===== src/hw/rtl/edf_pkg.sv =====
// ----------------------------------------------------------------------------
// edf_pkg
// Shared widths, command codes, state encoding and task row layout for the
// earliest-deadline-first tick scheduler.
// ----------------------------------------------------------------------------
package edf_pkg;

    localparam int CMD_W      = 2;
    localparam int IDX_IN_W   = 3;
    localparam int BUDGET_W   = 16;
    localparam int PERIOD_W   = 16;
    localparam int DEADLINE_W = 16;
    localparam int TIME_W     = 32;
    localparam int RUN_W      = 4;
    localparam int COUNT_W    = 4;

    typedef enum logic [CMD_W-1:0] {
        CMD_TICK    = 2'd0,
        CMD_WRITE   = 2'd1,
        CMD_RESTART = 2'd2
    } cmd_t;

    typedef enum logic [1:0] {
        ST_IDLE,
        ST_RESTART,
        ST_SCAN,
        ST_FINISH
    } state_t;

    typedef struct packed {
        logic [BUDGET_W-1:0]   budget;
        logic [PERIOD_W-1:0]   period;
        logic [DEADLINE_W-1:0] deadline;
        logic [BUDGET_W-1:0]   remaining;
        logic [TIME_W-1:0]     arrival;
    } task_row_t;

endpackage


===== src/hw/rtl/edf_req_if.sv =====
// ----------------------------------------------------------------------------
// edf_req_if
// Command channel: tick, task entry write and restart transactions.
// ----------------------------------------------------------------------------
interface edf_req_if;

    logic                            valid;
    logic                            ready;
    logic [edf_pkg::CMD_W-1:0]       cmd;
    logic [edf_pkg::IDX_IN_W-1:0]    task_index;
    logic [edf_pkg::BUDGET_W-1:0]    exec_budget;
    logic [edf_pkg::PERIOD_W-1:0]    task_period;
    logic [edf_pkg::DEADLINE_W-1:0]  rel_deadline;

    modport source (
        output valid, cmd, task_index, exec_budget, task_period, rel_deadline,
        input  ready
    );

    modport sink (
        input  valid, cmd, task_index, exec_budget, task_period, rel_deadline,
        output ready
    );

endinterface


===== src/hw/rtl/edf_rsp_if.sv =====
// ----------------------------------------------------------------------------
// edf_rsp_if
// Result channel: one transaction per scheduled tick.
// ----------------------------------------------------------------------------
interface edf_rsp_if;

    logic                         valid;
    logic                         ready;
    logic [edf_pkg::RUN_W-1:0]    running_task;
    logic                         job_done;
    logic [edf_pkg::TIME_W-1:0]   tick_time;

    modport source (
        output valid, running_task, job_done, tick_time,
        input  ready
    );

    modport sink (
        input  valid, running_task, job_done, tick_time,
        output ready
    );

endinterface


===== src/hw/rtl/edf_cfg_if.sv =====
// ----------------------------------------------------------------------------
// edf_cfg_if
// Configuration write channel for the task_count register.
// ----------------------------------------------------------------------------
interface edf_cfg_if;

    logic                          valid;
    logic                          ready;
    logic [edf_pkg::COUNT_W-1:0]   task_count;

    modport source (
        output valid, task_count,
        input  ready
    );

    modport sink (
        input  valid, task_count,
        output ready
    );

endinterface


===== src/hw/rtl/edf_tick_scheduler_unit.sv =====
// ----------------------------------------------------------------------------
// edf_tick_scheduler_unit
// Tick: scans limit = min(task_count, NUM_TASKS) rows, reading one task row per cycle
// from the table's read port, then updates the picked row, if any, in the finish state.
// Restart: all NUM_TASKS rows, one row rewound per cycle. Write: handled in idle.
// Each tick gives one result transaction, loaded in the finish state.
// Reset clears time, task_count and control; the task table is not cleared.
// ----------------------------------------------------------------------------
module edf_tick_scheduler_unit #(
    parameter int NUM_TASKS = 8
) (
    input  logic            clk,
    input  logic            rst_n,
    edf_req_if.sink         req,
    edf_rsp_if.source       rsp,
    edf_cfg_if.sink         cfg
);

    localparam int IDX_W = (NUM_TASKS > 1) ? $clog2(NUM_TASKS) : 1;
    localparam int CNT_W = $clog2(NUM_TASKS + 1);
    localparam int TW    = edf_pkg::TIME_W;
    localparam int RW    = edf_pkg::RUN_W;

    // task table, one row per task
    edf_pkg::task_row_t mem [NUM_TASKS];
    edf_pkg::task_row_t rd_row_reg;

    edf_pkg::state_t    state_reg, state_next;
    logic [CNT_W-1:0]   scan_idx_reg, scan_idx_next;
    logic               chk_valid_reg, chk_valid_next;
    logic [IDX_W-1:0]   chk_idx_reg, chk_idx_next;
    logic               found_reg, found_next;
    logic [TW-1:0]      best_dl_reg, best_dl_next;
    edf_pkg::task_row_t best_row_reg, best_row_next;
    logic [IDX_W-1:0]   pick_reg, pick_next;
    logic [TW-1:0]      time_reg, time_next;
    logic [edf_pkg::COUNT_W-1:0] task_count_reg;

    logic               rsp_valid_reg, rsp_valid_next;
    logic [RW-1:0]      rsp_run_reg, rsp_run_next;
    logic               rsp_done_reg, rsp_done_next;
    logic [TW-1:0]      rsp_time_reg, rsp_time_next;

    logic               wr_en;
    logic [IDX_W-1:0]   wr_addr;
    edf_pkg::task_row_t wr_row;
    logic               rd_en;
    logic               req_ready;

    logic [CNT_W-1:0]   limit;
    logic [CNT_W-1:0]   scan_end;
    logic               issue;
    logic [TW-1:0]      abs_dl;
    logic               eligible;
    edf_pkg::task_row_t upd_row;
    logic               job_done_w;
    logic [edf_pkg::BUDGET_W-1:0] rem_dec;
    logic               idx_ok;

    // ------------------------------------------------------------------------
    // configuration
    // ------------------------------------------------------------------------
    assign cfg.ready = 1'b1;

    always_ff @(posedge clk or negedge rst_n)
    begin
        if (!rst_n)
        begin
            task_count_reg <= '0;
        end
        else if (cfg.valid)
        begin
            task_count_reg <= cfg.task_count;
        end
    end

    always_comb
    begin
        if (int'(task_count_reg) > NUM_TASKS)
        begin
            limit = CNT_W'(NUM_TASKS);
        end
        else
        begin
            limit = CNT_W'(task_count_reg);
        end
    end

    // ------------------------------------------------------------------------
    // task table memory
    // ------------------------------------------------------------------------
    always_ff @(posedge clk)
    begin
        if (wr_en)
        begin
            mem[wr_addr] <= wr_row;
        end
        if (rd_en)
        begin
            rd_row_reg <= mem[scan_idx_reg[IDX_W-1:0]];
        end
    end

    // ------------------------------------------------------------------------
    // datapath helpers
    // ------------------------------------------------------------------------
    assign scan_end = (state_reg == edf_pkg::ST_RESTART) ? CNT_W'(NUM_TASKS) : limit;
    assign issue    = scan_idx_reg < scan_end;
    assign idx_ok   = int'(req.task_index) < NUM_TASKS;

    assign abs_dl   = rd_row_reg.arrival + TW'(rd_row_reg.deadline);
    assign eligible = (time_reg >= rd_row_reg.arrival) && (rd_row_reg.remaining != '0);

    always_comb
    begin
        rem_dec    = best_row_reg.remaining - edf_pkg::BUDGET_W'(1);
        job_done_w = (rem_dec == '0);
        upd_row    = best_row_reg;
        if (job_done_w)
        begin
            upd_row.remaining = best_row_reg.budget;
            upd_row.arrival   = best_row_reg.arrival + TW'(best_row_reg.period);
        end
        else
        begin
            upd_row.remaining = rem_dec;
        end
    end

    // ------------------------------------------------------------------------
    // control
    // ------------------------------------------------------------------------
    always_ff @(posedge clk or negedge rst_n)
    begin
        if (!rst_n)
        begin
            state_reg     <= edf_pkg::ST_IDLE;
            scan_idx_reg  <= '0;
            chk_valid_reg <= 1'b0;
            found_reg     <= 1'b0;
            time_reg      <= '0;
            rsp_valid_reg <= 1'b0;
        end
        else
        begin
            state_reg     <= state_next;
            scan_idx_reg  <= scan_idx_next;
            chk_valid_reg <= chk_valid_next;
            found_reg     <= found_next;
            time_reg      <= time_next;
            rsp_valid_reg <= rsp_valid_next;
        end
    end

    always_ff @(posedge clk)
    begin
        chk_idx_reg  <= chk_idx_next;
        best_dl_reg  <= best_dl_next;
        best_row_reg <= best_row_next;
        pick_reg     <= pick_next;
        rsp_run_reg  <= rsp_run_next;
        rsp_done_reg <= rsp_done_next;
        rsp_time_reg <= rsp_time_next;
    end

    always_comb
    begin
        state_next     = state_reg;
        scan_idx_next  = scan_idx_reg;
        chk_valid_next = 1'b0;
        chk_idx_next   = chk_idx_reg;
        found_next     = found_reg;
        best_dl_next   = best_dl_reg;
        best_row_next  = best_row_reg;
        pick_next      = pick_reg;
        time_next      = time_reg;
        rsp_valid_next = rsp_valid_reg && !rsp.ready;
        rsp_run_next   = rsp_run_reg;
        rsp_done_next  = rsp_done_reg;
        rsp_time_next  = rsp_time_reg;
        wr_en          = 1'b0;
        wr_addr        = chk_idx_reg;
        wr_row         = rd_row_reg;
        rd_en          = 1'b0;
        req_ready      = 1'b0;

        case (state_reg)
            edf_pkg::ST_IDLE:
            begin
                req_ready = 1'b1;
                if (req.valid)
                begin
                    case (req.cmd)
                        edf_pkg::CMD_TICK:
                        begin
                            scan_idx_next = '0;
                            found_next    = 1'b0;
                            state_next    = edf_pkg::ST_SCAN;
                        end
                        edf_pkg::CMD_WRITE:
                        begin
                            if (idx_ok)
                            begin
                                wr_en            = 1'b1;
                                wr_addr          = IDX_W'(req.task_index);
                                wr_row.budget    = req.exec_budget;
                                wr_row.period    = req.task_period;
                                wr_row.deadline  = req.rel_deadline;
                                wr_row.remaining = req.exec_budget;
                                wr_row.arrival   = '0;
                            end
                        end
                        edf_pkg::CMD_RESTART:
                        begin
                            time_next     = '0;
                            scan_idx_next = '0;
                            state_next    = edf_pkg::ST_RESTART;
                        end
                        default:
                        begin
                        end
                    endcase
                end
            end

            edf_pkg::ST_RESTART:
            begin
                // read row k while row k-1 is written back rewound
                rd_en          = issue;
                chk_valid_next = issue;
                chk_idx_next   = scan_idx_reg[IDX_W-1:0];
                if (issue)
                begin
                    scan_idx_next = scan_idx_reg + CNT_W'(1);
                end
                if (chk_valid_reg)
                begin
                    wr_en            = 1'b1;
                    wr_addr          = chk_idx_reg;
                    wr_row.remaining = rd_row_reg.budget;
                    wr_row.arrival   = '0;
                end
                if (!issue)
                begin
                    state_next = edf_pkg::ST_IDLE;
                end
            end

            edf_pkg::ST_SCAN:
            begin
                rd_en          = issue;
                chk_valid_next = issue;
                chk_idx_next   = scan_idx_reg[IDX_W-1:0];
                if (issue)
                begin
                    scan_idx_next = scan_idx_reg + CNT_W'(1);
                end
                // strict compare keeps the lower index on ties
                if (chk_valid_reg && eligible && (!found_reg || (abs_dl < best_dl_reg)))
                begin
                    found_next    = 1'b1;
                    best_dl_next  = abs_dl;
                    best_row_next = rd_row_reg;
                    pick_next     = chk_idx_reg;
                end
                if (!issue)
                begin
                    state_next = edf_pkg::ST_FINISH;
                end
            end

            edf_pkg::ST_FINISH:
            begin
                if (!rsp_valid_reg || rsp.ready)
                begin
                    rsp_valid_next = 1'b1;
                    rsp_run_next   = found_reg ?
                                     RW'({1'b0, pick_reg} + (IDX_W + 1)'(1)) : '0;
                    rsp_done_next  = found_reg && job_done_w;
                    rsp_time_next  = time_reg;
                    time_next      = time_reg + TW'(1);
                    wr_en          = found_reg;
                    wr_addr        = pick_reg;
                    wr_row         = upd_row;
                    state_next     = edf_pkg::ST_IDLE;
                end
            end

            default:
            begin
                state_next = edf_pkg::ST_IDLE;
            end
        endcase
    end

    // ------------------------------------------------------------------------
    // ports
    // ------------------------------------------------------------------------
    assign req.ready        = req_ready;
    assign rsp.valid        = rsp_valid_reg;
    assign rsp.running_task = rsp_run_reg;
    assign rsp.job_done     = rsp_done_reg;
    assign rsp.tick_time    = rsp_time_reg;

    // ------------------------------------------------------------------------
    // assertions
    // ------------------------------------------------------------------------
    a_no_write_in_scan : assert property (
        @(posedge clk) disable iff (!rst_n)
        (state_reg == edf_pkg::ST_SCAN) |-> !wr_en
    ) else $error("task table written during scan");

    a_result_from_finish : assert property (
        @(posedge clk) disable iff (!rst_n)
        $rose(rsp_valid_reg) |-> $past(state_reg == edf_pkg::ST_FINISH)
    ) else $error("result loaded outside finish");

    a_time_advance : assert property (
        @(posedge clk) disable iff (!rst_n)
        ((state_reg == edf_pkg::ST_FINISH) && (!rsp_valid_reg || rsp.ready))
        |=> (time_reg == $past(time_reg) + TW'(1))
    ) else $error("time did not advance after tick");

    a_pick_in_range : assert property (
        @(posedge clk) disable iff (!rst_n)
        ((state_reg == edf_pkg::ST_FINISH) && found_reg) |-> (CNT_W'(pick_reg) < limit)
    ) else $error("picked task beyond task_count");

    a_done_has_task : assert property (
        @(posedge clk) disable iff (!rst_n)
        (rsp_valid_reg && rsp_done_reg) |-> (rsp_run_reg != '0)
    ) else $error("job done reported on idle tick");

endmodule


===== src/flat_wrapper.sv =====
// flat-port wrapper written by rule: the top's interface ports become plain ports
module edf_tick_scheduler_unit_flat 
#(
    parameter int NUM_TASKS = 8
)
  (clk, rst_n, req_valid, req_cmd, req_task_index, req_exec_budget, req_task_period, req_rel_deadline, req_ready, rsp_valid, rsp_running_task, rsp_job_done, rsp_tick_time, rsp_ready, cfg_valid, cfg_task_count, cfg_ready);
  edf_req_if req_i ();
  edf_rsp_if rsp_i ();
  edf_cfg_if cfg_i ();
  input  logic clk;
  input  logic rst_n;
  input wire logic [$bits(req_i.valid)-1:0] req_valid;
  input wire logic [$bits(req_i.cmd)-1:0] req_cmd;
  input wire logic [$bits(req_i.task_index)-1:0] req_task_index;
  input wire logic [$bits(req_i.exec_budget)-1:0] req_exec_budget;
  input wire logic [$bits(req_i.task_period)-1:0] req_task_period;
  input wire logic [$bits(req_i.rel_deadline)-1:0] req_rel_deadline;
  output wire logic [$bits(req_i.ready)-1:0] req_ready;
  output wire logic [$bits(rsp_i.valid)-1:0] rsp_valid;
  output wire logic [$bits(rsp_i.running_task)-1:0] rsp_running_task;
  output wire logic [$bits(rsp_i.job_done)-1:0] rsp_job_done;
  output wire logic [$bits(rsp_i.tick_time)-1:0] rsp_tick_time;
  input wire logic [$bits(rsp_i.ready)-1:0] rsp_ready;
  input wire logic [$bits(cfg_i.valid)-1:0] cfg_valid;
  input wire logic [$bits(cfg_i.task_count)-1:0] cfg_task_count;
  output wire logic [$bits(cfg_i.ready)-1:0] cfg_ready;
  assign req_i.valid = req_valid;
  assign req_i.cmd = req_cmd;
  assign req_i.task_index = req_task_index;
  assign req_i.exec_budget = req_exec_budget;
  assign req_i.task_period = req_task_period;
  assign req_i.rel_deadline = req_rel_deadline;
  assign req_ready = req_i.ready;
  assign rsp_valid = rsp_i.valid;
  assign rsp_running_task = rsp_i.running_task;
  assign rsp_job_done = rsp_i.job_done;
  assign rsp_tick_time = rsp_i.tick_time;
  assign rsp_i.ready = rsp_ready;
  assign cfg_i.valid = cfg_valid;
  assign cfg_i.task_count = cfg_task_count;
  assign cfg_ready = cfg_i.ready;
  edf_tick_scheduler_unit #(.NUM_TASKS(NUM_TASKS)) u_core (.clk(clk), .rst_n(rst_n), .req(req_i), .rsp(rsp_i), .cfg(cfg_i));
endmodule

===== config.mk =====
export PLATFORM = sky130hd
export DESIGN_NAME = edf_tick_scheduler_unit_flat
export DESIGN_NICKNAME = d
export VERILOG_FILES = /design/src/hw/rtl/edf_pkg.sv /design/src/hw/rtl/edf_req_if.sv /design/src/hw/rtl/edf_rsp_if.sv /design/src/hw/rtl/edf_cfg_if.sv /design/src/hw/rtl/edf_tick_scheduler_unit.sv /design/src/flat_wrapper.sv
export SDC_FILE = /design/constraint.sdc
export NUM_CORES = 1
export LEC_CHECK = 0
export ABC_AREA = 1
export BUFFER_PORTS_ARGS = -buffer_cell sky130_fd_sc_hd__buf_4
export CORE_ASPECT_RATIO = 0.75
export CORE_UTILIZATION = 40
export CTS_CLUSTER_SIZE = 30
export DETAILED_ROUTE_END_ITERATION = 12
export GPL_TIMING_DRIVEN = 0
export PLACE_DENSITY = 0.51
export SLEW_MARGIN = 20
export SYNTH_ARGS = -nofsm -noshare
export SYNTH_HDL_FRONTEND = slang
export SYNTH_SLANG_ARGS = --single-unit

===== constraint.sdc =====
create_clock -name clk -period 12.1 [get_ports clk]
set_clock_uncertainty 0.1 [all_clocks]
set_input_delay 1.815 -clock clk [delete_from_list [all_inputs] [get_ports clk]]
set_output_delay 1.815 -clock clk [all_outputs]
set_load 0.01 [all_outputs]

==> metrics.md <==
| Metric | Value |
|---|---|
| Fin cells | 6199 |
| First-pass GRT wire length | 217800 um |
| Switching power | 5905 uW |
| Root Buffer Master | clkbuf_16 |
| Slew margin rel. | 22.68% |
| Synth Area in Compound Gates | 10.41% |
| Worst-Margin Slew | 1148 ps |
| Max FO, Critical Path | 24 |
| Number of synthesized register bits | approximately 1.1k |
| Number of flops mapped to enable cells by yosys | 1035 |
| IO buf count | 100 |
| Fraction of the yosys area taken by sequential cells | 67.35% |
| Post-synth ARST share | 4.167% |
| # IOs | 102 |
| CP cell instances | ha_1 -> a21oi_1 -> nand2_1 -> a21boi_0 -> o21ai_0 -> a21oi_1 -> nor2_1 -> nor2_1 -> xor2_1 -> ha_1 -> a21oi_1 -> o21ai_0 -> nand2_1 -> o211ai_1 -> a21oi_1 -> nand2_1 -> nand2_1 -> nand2_1 -> nor2_4 -> buf_12 -> buf_12 |
| Combinational power share | 36.0% |
| Syn-to-layout area delta | 15.50% |
| FF-to-FF path depth | 21 |
| DRC Markers | 0 |
| Final nets | approximately 4.7k |
| RSZ-0062 raised after global routing | no |
| Post-synthesis mux area share | 0.09420% |
| Clk pwr share | roughly 22% |
| Final WL | 150000 um |
| Vias per Instance | 5.387 |
| Vias in the first global route | 31.51k |
| Final core utilization | 46.71% |
| Num rows | 109 |
| Setup crit start | u_core.rd_row_reg[2] |
| CTS Hold Bufs | 0 |
| Peak supply drop | 0.0001407 V |
| Pwr per Cell Area | 268.3 mW/mm^2 |
| Die Ht | 301.4 um |
| CP most frequent cell | nand2_1 |
| CP Class | reg2reg |
| Post-CTS sizing | 0 |
| Ys flop type | edfxtp_1 |
| Post-Synth Simple-Gate Area | 13.92% |
| Post-synthesis adder-cell area fraction | 2.910% |
| Top cell type's share of synthesized area | 65.00% |
| Core area | about 0.12 sq mm |
| Vias | 33.40k |
| DR WL/cell | 24.19 um |
| RR Endpoint | u_core.best_dl_reg[29] |
| H-tree Lvls | 3 |
| Dpl cells | 5997 |
| Synth Area in XOR/XNOR | 1.026% |
| R2R Path Start | u_core.rd_row_reg[2] |
| Min Tclk post-route | 5597 ps |
| Critical-path top delay cell | a21boi_0 |
| Postcts setup bufs | 0 |
| CTS buffer count | around 110 |
| Layout cells sized above 1 | 8.253% |
| First-iteration detailed-routing DRC count | 3067 |
| Sw frac | between 30% and 40% |
| Worst setup SP type | flip-flop |
| Reg2Reg Setup Slack | 6500 ps |
| Placed standard-cell area | 0.05178 sq mm |
| Pwr Total | 14820 uW |
| Post-synth cell types | 53 |
| Hold Path Class | reg2reg |
| Worst EP arrival | 5890 ps |
| Cells after Synth | approximately 4.3k |
| Sequential share of power | 41.5% |
| Post-Syn Nets | 4464 |
| Synth area leaders | edfxtp_1 (65%), nor2_1 (6.3%), o21ai_0 (5.4%) |
| # clock sinks | 1080 |
| Final Hold Vio Count | 0 |
| Largest net degree at the start of global routing | 47 |
| Synth area leader | edfxtp_1 |
| Die area | 0.1209 sq mm |
| Largest family of logic cells by synthesized area | simple AND/OR/NAND/NOR gates |
| Worst Setup EP | u_core.best_dl_reg[29] |
| TritonCTS clock tree | done |
| Setup TNS Final | 0 ps |
| Status | complete, no violations |
| Max cap viols | 0 |
| HPWL Detailed | roughly 110000 um |
| Syn Area/Cell | about 11 sq um |
| Initial core utilization | 40.44% |
| Commonest non-fill, non-tap cell in the layout | edfxtp_1 |
| Max reg flops | 768 |
| CP max stage delay | 670 ps |
| Worst EP required | 12390 ps |
| Final instance area | 0.05523 sq mm |
| Fillers | ~11k |
| YS warnings | 0 |
| Die Wd | 401.2 um |
| Pint | 8913 uW |
| GPL Wtd Cong | roughly 0.95 |
| Maximum root-to-sink buffer count | 3 |
| Worst-Skew Late Latency | 730 ps |
| TritonRoute pass-1 iters | 6 |
| Leakage | 0.02005 uW |
| Commonest cells after routing, fill and taps aside | edfxtp_1 (1035), nor2_1 (798), nand2_1 (504) |
| Max Slew Vio Count | 0 |
| Gr usage total | about a quarter |
| Clock-pin slew on the worst setup and hold paths | 70 ps |
| Setup Viol. Count Final | 0 |
| Remaining Overflow, GRT | 0 |
| Fmax | 178.7 MHz |
| Critical Path End Type | flip-flop |
| Initial antenna violation count | 5 |
| Post-DRT Antenna Nets | 0 |
| Synthesized cell area | 0.04782 sq mm |
| Final Cycle Share | 46.26% |
-- worst min path at each step --
stage / startpoint / endpoint / depth (start not counted)
3_3_place_gp: u_core.rd_row_reg[69] / u_core.best_row_reg[69] / 0
3_5_place_dp: u_core.rd_row_reg[74] / u_core.best_row_reg[74] / 0
6_report: u_core.rd_row_reg[85] / u_core.best_row_reg[85] / 0
4_1_cts: u_core.rd_row_reg[85] / u_core.best_row_reg[85] / 0
2_1_floorplan: u_core.rd_row_reg[64] / u_core.best_row_reg[64] / 0
5_1_grt: u_core.rd_row_reg[77] / u_core.best_row_reg[77] / 0
-- power by group through the flow --
stage / registers [uW] / logic (uW) / clock network [uW]
global route: 6180 / 5870 / 3530
CTS: 6140 / 5360 / 3380
floorplan: 6050 / 2970 / 0
finish: 6150 / 5340 / 3320
detailed placement: 6220 / 5340 / 0
global placement: 6360 / 5100 / 0
-- layout make-up --
cell class	instances	area [sq um]	share of cell area, %
plain buffers	200	815.8	1.477
inverters	332	1246	2.257
repair buffers	151	1932	3.498
clock buffers	134	2831	5.127
diodes	4	10.01	0.01812
flip-flops and latches	1080	32210	58.32
clock inverters	64	601.8	1.090
well taps	1554	1944	3.521
multi-input cells	2680	13640	24.70
-- synth_stat cells, types with 19 or more instances --
cell      count
a21oi_1     106
a22o_1       32
a31oi_1     102
buf_1        24
buf_2        19
clkbuf_1    151
dfrtp_1      45
edfxtp_1   1035
ha_1        108
inv_1       328
nand2_1     504
nand3_1     151
nand4_1      58
nor2_1      808
nor3_1       38
o21ai_0     514
o22ai_1      99
xor2_1       43
-- cell families (layout without fill, tap and decap cells) --
family,after synthesis,count (layout)
AOI/OAI and AO/OA,896,896
other,1,5
muxes,4,4
buffers and inverters,532,881
adders and majority gates,110,110
and+or+nand+nor,1613,1613
xor gates and xnor gates,56,56
DFF,1080,1080
-- critical path, delay by kind of cell, from the launching register on --
kind | cells | cell delay (ps)
AO/OA/AOI/OAI | 8 | 2000
adder cells (fa/ha/maj) | 2 | 720
XOR/XNOR | 1 | 280
buffers and inverters | 2 | 440
flip-flops | 1 | 560
AND/OR/NAND/NOR | 8 | 1130
-- per-stage QoR --
step	hold slack, ps	worst slack, ps
floorplan	326.4	2957
global placement	329.6	-2116
detailed placement	333.0	6462
CTS	345.4	6489
global route	358.2	6096
finish	346.4	6503
-- per-layer routing --
metal	GRT usage, %	part of all wire [%]
met1	36.62	47
met3	3.680	6.6
met5	0	0
met2	38.51	45
met4	5.510	2.0
(Power assumes the default switching activity.)
